## src/sv/lpg_pkg.sv

```systemverilog
`default_nettype none

package lpg_pkg;

	localparam int CoordW = 12;
	localparam int ErrW   = 14;

	localparam logic       OP_START = 1'b0;
	localparam logic       OP_STEP  = 1'b1;

	localparam logic [1:0] MODE_VERT = 2'd0;
	localparam logic [1:0] MODE_HORZ = 2'd1;
	localparam logic [1:0] MODE_XMAJ = 2'd2;
	localparam logic [1:0] MODE_YMAJ = 2'd3;

	typedef struct packed {
		logic                     active;
		logic [1:0]               line_mode;
		logic signed [CoordW-1:0] major_pos;
		logic signed [CoordW-1:0] minor_pos;
		logic signed [CoordW-1:0] major_end;
		logic signed [ErrW-1:0]   error_term;
		logic [CoordW-1:0]        major_delta;
		logic [CoordW-1:0]        minor_delta;
		logic                     major_dir;
		logic                     minor_dir;
	} line_state_t;

	typedef struct packed {
		logic signed [CoordW-1:0] x;
		logic signed [CoordW-1:0] y;
		logic                     last;
	} pixel_t;

endpackage

`default_nettype wire

```

## src/sv/lpg_setup.sv

```systemverilog
`default_nettype none

module lpg_setup (
	input  wire logic signed [lpg_pkg::CoordW-1:0] start_x,
	input  wire logic signed [lpg_pkg::CoordW-1:0] start_y,
	input  wire logic signed [lpg_pkg::CoordW-1:0] end_x,
	input  wire logic signed [lpg_pkg::CoordW-1:0] end_y,
	output lpg_pkg::line_state_t                   init
);

	logic signed [lpg_pkg::CoordW:0] dx, dy;
	logic [lpg_pkg::CoordW-1:0]      adx, ady;
	logic [lpg_pkg::CoordW:0]        ndx, ndy;

	assign dx  = {end_x[lpg_pkg::CoordW-1], end_x} - {start_x[lpg_pkg::CoordW-1], start_x};
	assign dy  = {end_y[lpg_pkg::CoordW-1], end_y} - {start_y[lpg_pkg::CoordW-1], start_y};
	assign ndx = -dx;
	assign ndy = -dy;
	assign adx = dx[lpg_pkg::CoordW] ? ndx[lpg_pkg::CoordW-1:0] : dx[lpg_pkg::CoordW-1:0];
	assign ady = dy[lpg_pkg::CoordW] ? ndy[lpg_pkg::CoordW-1:0] : dy[lpg_pkg::CoordW-1:0];

	always_comb begin
		init = '0;
		init.active = 1'b1;
		if (start_x == end_x) begin
			init.line_mode = lpg_pkg::MODE_VERT;
			init.minor_pos = start_x;
			init.major_pos = (start_y < end_y) ? start_y : end_y;
			init.major_end = (start_y < end_y) ? end_y : start_y;
		end else if (start_y == end_y) begin
			init.line_mode = lpg_pkg::MODE_HORZ;
			init.minor_pos = start_y;
			init.major_pos = (start_x < end_x) ? start_x : end_x;
			init.major_end = (start_x < end_x) ? end_x : start_x;
		end else if (adx >= ady) begin
			init.line_mode   = lpg_pkg::MODE_XMAJ;
			init.major_pos   = start_x;
			init.minor_pos   = start_y;
			init.major_end   = end_x;
			init.major_delta = adx;
			init.minor_delta = ady;
			init.major_dir   = dx[lpg_pkg::CoordW];
			init.minor_dir   = dy[lpg_pkg::CoordW];
			init.error_term  = $signed({2'b00, ady} - {2'b00, adx});
		end else begin
			init.line_mode   = lpg_pkg::MODE_YMAJ;
			init.major_pos   = start_y;
			init.minor_pos   = start_x;
			init.major_end   = end_y;
			init.major_delta = ady;
			init.minor_delta = adx;
			init.major_dir   = dy[lpg_pkg::CoordW];
			init.minor_dir   = dx[lpg_pkg::CoordW];
			init.error_term  = $signed({2'b00, adx} - {2'b00, ady});
		end
	end

endmodule

`default_nettype wire

```

## src/sv/lpg_step.sv

```systemverilog
`default_nettype none

module lpg_step (
	input  wire lpg_pkg::line_state_t cur,
	output lpg_pkg::line_state_t      nxt,
	output lpg_pkg::pixel_t           pix
);

	logic signed [lpg_pkg::CoordW-1:0] maj_next, min_next;
	logic [lpg_pkg::ErrW-1:0]          err_a, err_b;
	logic                              is_axis;

	assign is_axis = (cur.line_mode == lpg_pkg::MODE_VERT) ||
	                 (cur.line_mode == lpg_pkg::MODE_HORZ);

	assign maj_next = (!is_axis && cur.major_dir) ? cur.major_pos - 12'sd1
	                                              : cur.major_pos + 12'sd1;
	assign min_next = cur.minor_dir ? cur.minor_pos - 12'sd1 : cur.minor_pos + 12'sd1;

	// error >= 0: minor steps and error drops by major delta
	assign err_a = cur.error_term[lpg_pkg::ErrW-1]
	               ? cur.error_term
	               : cur.error_term - {2'b00, cur.major_delta};
	assign err_b = err_a + {2'b00, cur.minor_delta};

	always_comb begin
		nxt = cur;
		if ((cur.line_mode == lpg_pkg::MODE_HORZ) || (cur.line_mode == lpg_pkg::MODE_XMAJ)) begin
			pix.x = cur.major_pos;
			pix.y = cur.minor_pos;
		end else begin
			pix.x = cur.minor_pos;
			pix.y = cur.major_pos;
		end
		if (is_axis) begin
			pix.last = (cur.major_pos == cur.major_end);
		end else begin
			pix.last = (maj_next == cur.major_end);
			nxt.error_term = $signed(err_b);
			if (!cur.error_term[lpg_pkg::ErrW-1]) begin
				nxt.minor_pos = min_next;
			end
		end
		nxt.major_pos = maj_next;
		nxt.active    = !pix.last;
	end

endmodule

`default_nettype wire

```

## src/sv/line_pixel_generator.sv

```systemverilog
// Channel | Dir | Payload
// s_axis  | in  | tuser: op; tdata: start_x, start_y, end_x, end_y
// m_axis  | out | tuser: pixel_valid, in_grid; tdata: pixel_x, pixel_y; tlast: last_pixel
//
// One word in, one word out; a new word may be taken every cycle.
// An input word passes the input register, then setup and step logic into the output register.
// The line state loop (position and error-term updates, end compare) closes through state_q alone.
// Reset clears the line state and both valid flags; no line is active afterwards.
// A stalled output holds its word; the input register takes one more word meanwhile, then s_axis_tready drops.
`default_nettype none

module line_pixel_generator #(
	parameter int GRID_SIZE = 512
) (
	input  wire logic        clk,
	input  wire logic        arst_n,
	input  wire logic        s_axis_tvalid,
	output logic             s_axis_tready,
	input  wire logic [47:0] s_axis_tdata,  // start_x, start_y, end_x, end_y
	input  wire logic        s_axis_tuser,  // op
	output logic             m_axis_tvalid,
	input  wire logic        m_axis_tready,
	output logic [23:0]      m_axis_tdata,  // pixel_x, pixel_y
	output logic [1:0]       m_axis_tuser,  // pixel_valid, in_grid
	output logic             m_axis_tlast
);

	localparam logic [lpg_pkg::CoordW:0] GridLim = (lpg_pkg::CoordW+1)'(GRID_SIZE);

	logic                 valid_s1;
	logic                 op_s1;
	logic [47:0]          data_s1;
	logic                 advance;
	logic                 take_in;
	lpg_pkg::line_state_t state_q, init, cur, nxt;
	lpg_pkg::pixel_t      pix;
	logic                 in_grid;

	assign advance       = !m_axis_tvalid || m_axis_tready;
	assign s_axis_tready = !valid_s1 || advance;
	assign take_in       = s_axis_tvalid && s_axis_tready;

	lpg_setup u_setup (
		.start_x (data_s1[11:0]),
		.start_y (data_s1[23:12]),
		.end_x   (data_s1[35:24]),
		.end_y   (data_s1[47:36]),
		.init    (init)
	);

	assign cur = (op_s1 == lpg_pkg::OP_START) ? init : state_q;

	lpg_step u_step (
		.cur (cur),
		.nxt (nxt),
		.pix (pix)
	);

	assign in_grid = !pix.x[lpg_pkg::CoordW-1] && !pix.y[lpg_pkg::CoordW-1] &&
	                 ({1'b0, pix.x} < GridLim) && ({1'b0, pix.y} < GridLim);

	always_ff @(posedge clk or negedge arst_n) begin
		if (!arst_n) begin
			valid_s1 <= 1'b0;
		end else if (s_axis_tready) begin
			valid_s1 <= s_axis_tvalid;
		end
	end

	always_ff @(posedge clk) begin
		if (take_in) begin
			op_s1   <= s_axis_tuser;
			data_s1 <= s_axis_tdata;
		end
	end

	always_ff @(posedge clk or negedge arst_n) begin
		if (!arst_n) begin
			state_q       <= '0;
			m_axis_tvalid <= 1'b0;
		end else if (advance) begin
			m_axis_tvalid <= valid_s1;
			if (valid_s1) begin
				state_q <= cur.active ? nxt : cur;
			end
		end
	end

	always_ff @(posedge clk) begin
		if (advance && valid_s1) begin
			if (cur.active) begin
				m_axis_tdata <= {pix.y, pix.x};
				m_axis_tuser <= {in_grid, 1'b1};
				m_axis_tlast <= pix.last;
			end else begin
				m_axis_tdata <= '0;
				m_axis_tuser <= '0;
				m_axis_tlast <= 1'b0;
			end
		end
	end

endmodule

`default_nettype wire

```

## config.mk

```make
export PLATFORM = sky130hd
export DESIGN_NAME = line_pixel_generator
export DESIGN_NICKNAME = d
export VERILOG_FILES = /design/src/sv/lpg_pkg.sv /design/src/sv/lpg_setup.sv /design/src/sv/lpg_step.sv /design/src/sv/line_pixel_generator.sv
export SDC_FILE = /design/constraint.sdc
export NUM_CORES = 1
export LEC_CHECK = 0
export ABC_CLOCK_PERIOD_IN_PS = 8700
export BUFFER_PORTS_ARGS = -buffer_cell sky130_fd_sc_hd__buf_2
export CAP_MARGIN = 0
export CORE_ASPECT_RATIO = 0.5
export CORE_MARGIN = 4
export CORE_UTILIZATION = 40
export CTS_BUF_LIST = sky130_fd_sc_hd__clkbuf_4 sky130_fd_sc_hd__clkbuf_8
export DETAILED_ROUTE_END_ITERATION = 16
export SYNTH_ARGS = -nofsm -noshare
export SYNTH_HDL_FRONTEND = slang
export SYNTH_HIERARCHICAL = 1
export SYNTH_SLANG_ARGS = --single-unit
```

## constraint.sdc

```tcl
create_clock -name clk -period 8.7 [get_ports clk]
set_clock_uncertainty 0.05 [all_clocks]
set_input_delay 1.305 -clock clk [delete_from_list [all_inputs] [get_ports clk]]
set_output_delay 1.305 -clock clk [all_outputs]
set_load 0.05 [all_outputs]
```

After elaboration in Yosys (flattened, before gate mapping):

Cells that the tools add are included.

* output and inout port bits: 29
* register bits: 157
* input bits: 53

* add/sub/neg operators: 12
* $lt $le $gt $ge: 5
* eq/ne operators: 6
* muxes and demuxes: 22
* reduce and logical (&&, ||, !) cells: 18

Operator list (number)
* 79-bit 2-to-1 mux: 2
* 12-bit 2-to-1 mux: 10
* 40-bit 2-to-1 mux: 2
* 77-bit 2-to-1 mux: 1
* 38-bit 2-to-1 mux: 2
* 12-bit by 12-bit subtractor with 13-bit output: 4
* 12-bit equality test: 4
* 14-bit 2-to-1 mux: 2
* 12-bit by 2-bit adder with 12-bit output, second input constant: 2
* 12-bit by 10-bit less-than comparator with 1-bit output, second input constant: 2
* 12-bit less-than comparator: 2
* 24-bit 2-to-1 mux: 1
* 12-bit negation: 2
* 12-bit by 2-bit subtractor with 12-bit output, second input constant: 2
* 14-bit by 12-bit adder with 14-bit output: 1
* 14-bit by 12-bit subtractor with 14-bit output: 1
* 12-bit greater-or-equal comparator: 1
* 1-bit logical AND: 6
* 1-bit logical NOT: 6
* 1-bit logical OR: 4
* 2-bit by 1-bit equality test with 1-bit output, second input constant: 1
* 2-bit equality test, second input constant: 1
* 2-bit logical NOT: 1
* 1-bit 2-to-1 mux: 2
* 2-bit AND reduction: 1

Depth between registers and ports, before layout:

Gate-level depths: netlist of the first run.

* depth after elaboration: 17
* gate-level depth with buffers: 42
* gate-level depth less buffers: 40

Cells and area by module:

Netlist of the first run, hierarchy kept.

By module, submodules not included
* line_pixel_generator: seq. area each 4309.1 µm², times used 1, area each 7582.3 µm², cells an instance 457
* lpg_setup: seq. area each 0.0 µm², times used 1, area each 4307.9 µm², cells an instance 644
* lpg_step: seq. area each 0.0 µm², times used 1, area each 3308.2 µm², cells an instance 468

Worst setup path after synthesis of the first run:

Ideal clock, no wire load.

* kind: register to register
* from: register data_s1[0]
* to: register state_q[38] in the netlist's numbering
* data arrival time: 8430 ps
* path buffers: 2
* cell stages (with the launch flop): 40
* setup slack: 96 ps
* required time: 8525 ps
* clock period less this slack: 8604 ps
* cells stage by stage: edfxtp_1 ha_1 fa_1 nand2b_1 a21oi_1 o21ai_1 o211a_1 a31oi_1 clkbuf_1 nor2_1 xnor2_1 ha_1 buf_6 or4_4 o21ai_2 a2111oi_1 a2111oi_4 mux2_1 [4 not listed] mux2_2 ha_1 or3_1 o21ai_0 o21bai_1 a21oi_1 xor2_1 o21ai_0 ha_1 and3_1 a21oi_1 o21ai_0 o22ai_1 xnor2_1 nand2_1 xnor2_1 mux2_2 mux2_2

RTL lines
* from (decl): RTL line line_pixel_generator.sv:32 `logic [47:0] data_s1;`
* from (signal assigned): RTL line line_pixel_generator.sv:73 `data_s1 <= s_axis_tdata;`
* to (signal assigned): RTL line line_pixel_generator.sv:84 `state_q <= cur.active ? nxt : cur;`
* to (decl): RTL line line_pixel_generator.sv:35 `lpg_pkg::line_state_t state_q, init, cur, nxt;`

==> out/qor.csv, run 1 <==
stage;metric;value;unit
placement;placed_cell_area;0.01628;mm2
detailed_routing;routed_wl;41230;um
setup_path;worst_ep_required_time;9.04;ns
die;die_w;283.7;um
detailed_routing;wl_per_cell;18.88;um
logic_synthesis;synth.area.top_cells;edfxtp_1, mux2_2, dfrtp_1, ha_1, mux2_4;
logic_synthesis;synth_top_family_by_area;multiplexers;
clock_tree;cts_hold_buf;0;
timing;fin_crit;8.358;ns
grt;antenna_found_initial;0;
logic_synthesis;avgSynthCellArea;9.687;um2
detailed_routing;vias;12080;
die;start_util;0.4063;
grt;grt.overflow.total;0;
logic_synthesis;synth_area;0.01520;mm2
die;io_pins;82;
cells_and_area;area_growth;14.18;%
cells_and_area;final_design_area_no_fill;0.01735;mm2
clock_tree;path_clk_slew;0.10;ns
clock_tree;cts_buffers;17;
cells_and_area;diodes;0;
timing;fmax;119.6;MHz
cells_and_area;fillCellCount;3572;
clock_tree;cts_tree;built;
timing;max_slew_margin;0.3303;
die;dieArea;0.04137;mm2
grt;grt_pass1_wl;63810;um
logic_synthesis;synth_compound_area_frac;0.1516;
timing;worstMarginPinSlew;1.005;ns
setup_path;cp_common_cell;buf_4;
die;die_h;145.8;um
timing;fin_tns_setup;0;ns
logic_synthesis;synth-seq-cells;157;
setup_path;reg2regPathDepth;36;
placement;placedCellCount;2121;
timing;maxSlewViolCount;0;
grt;grtUsageTotal;0.1926;
logic_synthesis;synth_flop_cell;dfrtp_1;
placement;dp_hpwl;30700;um
setup_path;r2r_slack;0.34;ns
logic_synthesis;synth_edf_count;76;
detailed_routing;drt-initial-drc-count;1070;
placement;port_buffers;81;
die;rows;50;
setup_path;critical_path_arrival;8.70;ns
setup_path;cp_max_fo;17;
cells_and_area;layout_commonest_cell;mux2_2;
timing;period_share;0.9607;
min_path;hold_class;flip-flop to flip-flop;
setup_path;r2r-start;data_s1[43]$_DFFE_PP_;
clock_tree;clockBufferDepth;2;
clock_tree;h-tree-depth;4;
logic_synthesis;yosysSeqAreaShare;0.2835;
logic_synthesis;synthMuxAreaShare;0.2356;
logic_synthesis;ys_async_sr_fraction;0.5159;
grt;grt_pass1_vias;11390;
setup_path;critical-path-slowest-cell;edfxtp_1;
die;core-area;0.03741;mm2
logic_synthesis;ys_types;85;
clock_tree;cts_root_buffer;clkbuf_8;
setup_path;reg2reg_to;state_q[39]$_DFFE_PN0P_;
logic_synthesis;synth_simple_gate_area_share;0.1151;
logic_synthesis;syn_inst;1569;
cells_and_area;fin_cells;2184;
clock_tree;clock_latency;0.51;ns
timing;finalSetupViolCount;0;
detailed_routing;drc;0;
logic_synthesis;synth.top_cell.area_share;0.1502;
setup_path;cpPeakStageDelay;0.49;ns
logic_synthesis;synthXorXnorAreaFrac;0.05359;
clock_tree;clock_sinks;157;
setup_path;crit_type;flip-flop to flip-flop;
logic_synthesis;synthAdderAreaFrac;0.09204;
grt;grt_max_degree;67;
run_status;status;finished clean;
timing;hold_violations;0;
setup_path;worst_setup_path_end_kind;flip-flop;
detailed_routing;dr.pass1.iters;5;
logic_synthesis;yosys_warnings;6;
placement;finalWeightedCongestion;0.8862;
cells_and_area;most-common-layout-cells;mux2_2, buf_4, nor2_1, inv_1, ha_1;
run;maxCapViolCount;0;
setup_path;setup.worst_path.start;data_s1[43]$_DFFE_PP_;
detailed_routing;antenna_left;0;
setup_path;start_kind;flip-flop;
cells_and_area;finalNetCount;1837;
timing;fin_hold_ws;0.4625;ns
detailed_routing;routed_via_density;5.530;
setup_path;endpoint;state_q[39]$_DFFE_PN0P_;
logic_synthesis;syn-num-nets;1729;
logic_synthesis;synth_top_cell_by_area;edfxtp_1;
cells_and_area;drive_gt1_frac;0.3527;
cells by family after synthesis:
group                      Yosys count
xor gates and xnor gates            93
muxes                              301
adders and majority gates          107
DFF                                157
and+or+nand+nor                    360
AOI/OAI and AO/OA                  337
buffers and inverters              213
other                                1
worst min path at each step:
stage | slack (ns) | cells past startpoint | to | from
final | 0.46 | 1 | state_q[53]$_DFFE_PN0P_ | state_q[53]$_DFFE_PN0P_
after global placement | 0.43 | 1 | state_q[8]$_DFFE_PN0P_ | state_q[8]$_DFFE_PN0P_
after CTS | 0.47 | 1 | state_q[0]$_DFFE_PN0P_ | state_q[0]$_DFFE_PN0P_
after detailed placement | 0.44 | 1 | state_q[33]$_DFFE_PN0P_ | state_q[33]$_DFFE_PN0P_
after floorplan | 0.42 | 1 | m_axis_tvalid$_DFFE_PN0P_ | valid_s1$_DFFE_PN0P_
after global routing | 0.48 | 1 | state_q[21]$_DFFE_PN0P_ | state_q[21]$_DFFE_PN0P_
what timing repair did:
| action | in CTS | in global routing |
|---|---|---|
| buffers inserted | 1 | 29 |
| pin swaps | 1 | 31 |
| cloned | 0 | 1 |
| setup endpoints to repair | 2 | 15 |
| gates resized for setup | 2 | 79 |
| hold endpoints to repair | 0 | 0 |
sequential cells by signal, indices dropped and copies added (netlist names):
signal	count
state_q	79
data_s1	48
m_axis_tdata	24
m_axis_tuser	2
m_axis_tlast	1
m_axis_tvalid	1
op_s1	1
valid_s1	1
stage by stage:
step / util / worst slack (ns)
final: 0.4639 / 0.3417
after floorplan: - / 0.09570
after CTS: 0.4471 / 0.001953
after global routing: 0.4639 / -0.1067
after detailed placement: 0.4351 / -0.01852
after global placement: 0.4351 / 0.09658
per-layer routing:
metal / GRT usage / up-vias / routed length, um
met4: 0.05284 / 0 / 831
met2: 0.2992 / 286 / 18020
li1: - / 5904 / -
met1: 0.2764 / 5835 / 20340
met5: 0 / - / 0
met3: 0.03412 / 53 / 2043
worst max-delay path, delay by kind of cell (launching register included):
kind | cells | cell delay (ns)
AND/OR/NAND/NOR | 6 | 1.24
AO/OA/AOI/OAI | 15 | 2.87
buffers and inverters | 5 | 0.90
adder cells (fa/ha/maj) | 5 | 1.54
flip-flops | 1 | 0.49
XOR/XNOR | 2 | 0.31
multiplexers | 3 | 0.84
synth_stat cells (39+ instances only):
master      n
dfrtp_1    81
o21ai_0    68
buf_4      42
mux2i_1    39
a21oi_1    57
mux2_2    199
nor2_1    117
xor2_1     47
nand2_1    84
inv_1      93
clkbuf_1   41
mux2_4     61
ha_1       99
edfxtp_1   76
xnor2_1    46
layout make-up:
cell class	instances	area, um2	share of cell area
Clock buffer	17	234.0	0.01348
Clock inverter	15	195.2	0.01125
Inverter	94	352.8	0.02033
Multi-Input combinational cell	1200	10260	0.5914
Sequential cell	157	4309	0.2483
Tap cell	494	618.1	0.03562
Timing Repair Buffer	207	1381	0.07960
Power of run 1 is left out: the tool's default activity adds up to more than one toggle a clock period on the data nets, which glitch-free logic cannot reach.
==> run 2: changes to the inputs <==
- MAX_ROUTING_LAYER: default -> met4
==> run 2 against run 1 <==
Via count is 0.23% lower; final area barely moved; non-clock buffer count shrank 10; sequential share of layout area about the same; utilization about the same; largest cell class unchanged; routed wire length is 0.39% lower; critical path type unchanged.
==> out/qor.csv, run 2 (synthesis results as in run 1) <==
stage;metric;value;unit;change
run_status;status;finished clean;;unchanged
setup_path;worst_setup_path_end_kind;flip-flop;;unchanged
clock_tree;cts_hold_buf;0;;unchanged
detailed_routing;vias;12050;;was 12080
clock_tree;clock_latency;0.51;ns;about the same
grt;grt.overflow.total;0;;unchanged
setup_path;crit_type;flip-flop to flip-flop;;unchanged
cells_and_area;most-common-layout-cells;mux2_2, nor2_1, buf_4, inv_1, ha_1;;was mux2_2, buf_4, nor2_1, inv_1, ha_1
cells_and_area;largest_reg_flops;79;;unchanged
die;start_util;0.4063;;unchanged
die;dieArea;0.04137;mm2;unchanged
clock_tree;path_clk_slew;0.10;ns;about the same
clock_tree;clock_sinks;157;;unchanged
die;core-area;0.03741;mm2;unchanged
cells_and_area;area_growth;14.29;%;was 14.18%
min_path;hold_class;flip-flop to flip-flop;;unchanged
run;maxCapViolCount;0;;unchanged
clock_tree;cts_tree;built;;unchanged
cells_and_area;final_design_area_no_fill;0.01737;mm2;was 0.01735 mm2
grt;grt_pass1_wl;64030;um;was 63810 um
timing;maxSlewViolCount;0;;unchanged
cells_and_area;reg.largest.list;state_q (79), data_s1 (48), m_axis_tdata (24);;unchanged
die;die_w;283.7;um;unchanged
die;io_pins;82;;unchanged
setup_path;cp_max_fo;6;;was 17
clock_tree;clockBufferDepth;2;;unchanged
setup_path;critical-path-slowest-cell;or4_4;;was edfxtp_1
timing;fin_crit;8.380;ns;was 8.358 ns
detailed_routing;routed_wl;41070;um;was 41230 um
grt;grt_pass1_vias;11310;;was 11390
setup_path;cpPeakStageDelay;0.55;ns;was 0.49 ns
cells_and_area;fin_util;0.4643;;was 0.4639
cells_and_area;finalNetCount;1826;;was 1837
grt;grtUsageMet1;0.2798;;was 0.2764
clock_tree;cts_buffers;17;;unchanged
setup_path;critical_path_arrival;8.72;ns;was 8.70 ns
setup_path;start_kind;flip-flop;;unchanged
grt;antenna_found_initial;0;;unchanged
timing;worstMarginPinSlew;1.012;ns;was 1.005 ns
grt;grtUsageTotal;0.1996;;was 0.1926
detailed_routing;dr.pass1.iters;5;;unchanged
setup_path;crit_family;compound AO/OA/AOI/OAI gates;;unchanged
placement;placed_cell_area;0.01628;mm2;unchanged
detailed_routing;drt-initial-drc-count;934;;was 1070
detailed_routing;wl_per_cell;18.89;um;was 18.88 um
grt;met3_usage;0.03584;;was 0.03412
placement;port_buffers;81;;unchanged
timing;finalSetupViolCount;0;;unchanged
cells_and_area;regMostFlops;state_q;;unchanged
timing;hold_violations;0;;unchanged
die;rows;50;;unchanged
cells_and_area;fillCellCount;3531;;was 3572
clock_tree;h-tree-depth;4;;unchanged
timing;fin_hold_ws;0.4590;ns;was 0.4625 ns
die;die_h;145.8;um;unchanged
timing;max_slew_margin;0.3250;;was 0.3303
timing;fmax;119.3;MHz;was 119.6 MHz
timing;period_share;0.9633;;was 0.9607
grt;grt_max_degree;68;;was 67
cells_and_area;drive_gt1_frac;0.3484;;was 0.3527
placement;dp_hpwl;30920;um;was 30700 um
setup_path;cp.buffers_inverters;2;;was 5
cells_and_area;layout_commonest_cell;mux2_2;;unchanged
grt;grt_use_met2;0.3047;;was 0.2992
placement;finalWeightedCongestion;0.9120;;was 0.8862
detailed_routing;routed_via_density;5.543;;was 5.530
detailed_routing;antenna_left;0;;unchanged
grt;top_usage_layer;met2;;unchanged
detailed_routing;drc;0;;unchanged
setup_path;worst_ep_required_time;9.04;ns;about the same
timing;fin_tns_setup;0;ns;unchanged
timing;rsz0062_at_grt;yes;;
clock_tree;cts_root_buffer;clkbuf_8;;unchanged
## run 2: changes by cell type in the layout (fill, tap and decap cells not counted), moves of 3 or more
cell       previous run  this run
buf_4               122       113
bufinv_16             1         4
clkinv_8              5         2
ha_2                 11         5
ha_4                  3         7
o21ai_0              65        61
o21ai_1               9        13
## run 2: what timing repair did
| item | 4_1_cts | 5_1_grt |
|---|---|---|
| pin swaps | 0 | 31 |
| setup buffers | 0 | 18 |
| endpoints found under the setup margin | 3 | 14 |
| gates resized for setup | 4 | 90 |
| cloned | 0 | 2 |
## run 2: path summary, 6_finish.rpt
path                                    startpoint                      end  slack (ns)  depth (start not counted)
min                        state_q[12]$_DFFE_PN0P_  state_q[12]$_DFFE_PN0P_        0.46                          1
max                           data_s1[0]$_DFFE_PP_  state_q[38]$_DFFE_PN0P_        0.32                         36
max reg2reg                   data_s1[0]$_DFFE_PP_  state_q[38]$_DFFE_PN0P_        0.32                         36
min reg2reg                state_q[12]$_DFFE_PN0P_  state_q[12]$_DFFE_PN0P_        0.46                          1
max in group asynchronous                   arst_n  state_q[45]$_DFFE_PN0P_        6.82                          2
min in group asynchronous                   arst_n  state_q[22]$_DFFE_PN0P_        0.60                          1
## run 2: through the flow
step                setup slack, ns  cells
floorplan                   0.09570   1569
global placement             0.1307   2121
detailed placement         -0.04872   2121
CTS                         0.05146   2153
global route                -0.1290   2173
finish                       0.3196   2174
## run 2: final cells by class
class                      instances  area [um2]  share of cell area
inverter                          94       352.8             0.02031
clock buffer                      18       241.5             0.01390
timing repair buffer             197        1296             0.07462
sequential                       157        4309              0.2481
tap                              494       618.1             0.03558
multi-input combinational       1199       10320              0.5942
antenna                            1       2.502           0.0001441
clock inverter                    14       229.0             0.01318
## run 2: per-layer routing
| layer | up-vias | share of wire |
|---|---|---|
| li1 | 5872 | - |
| met1 | 5836 | 0.48 |
| met2 | 309 | 0.45 |
| met5 | - | 0 |
| met4 | 0 | 0.012 |
| met3 | 33 | 0.057 |
Power of run 2 is left out for the same reason.
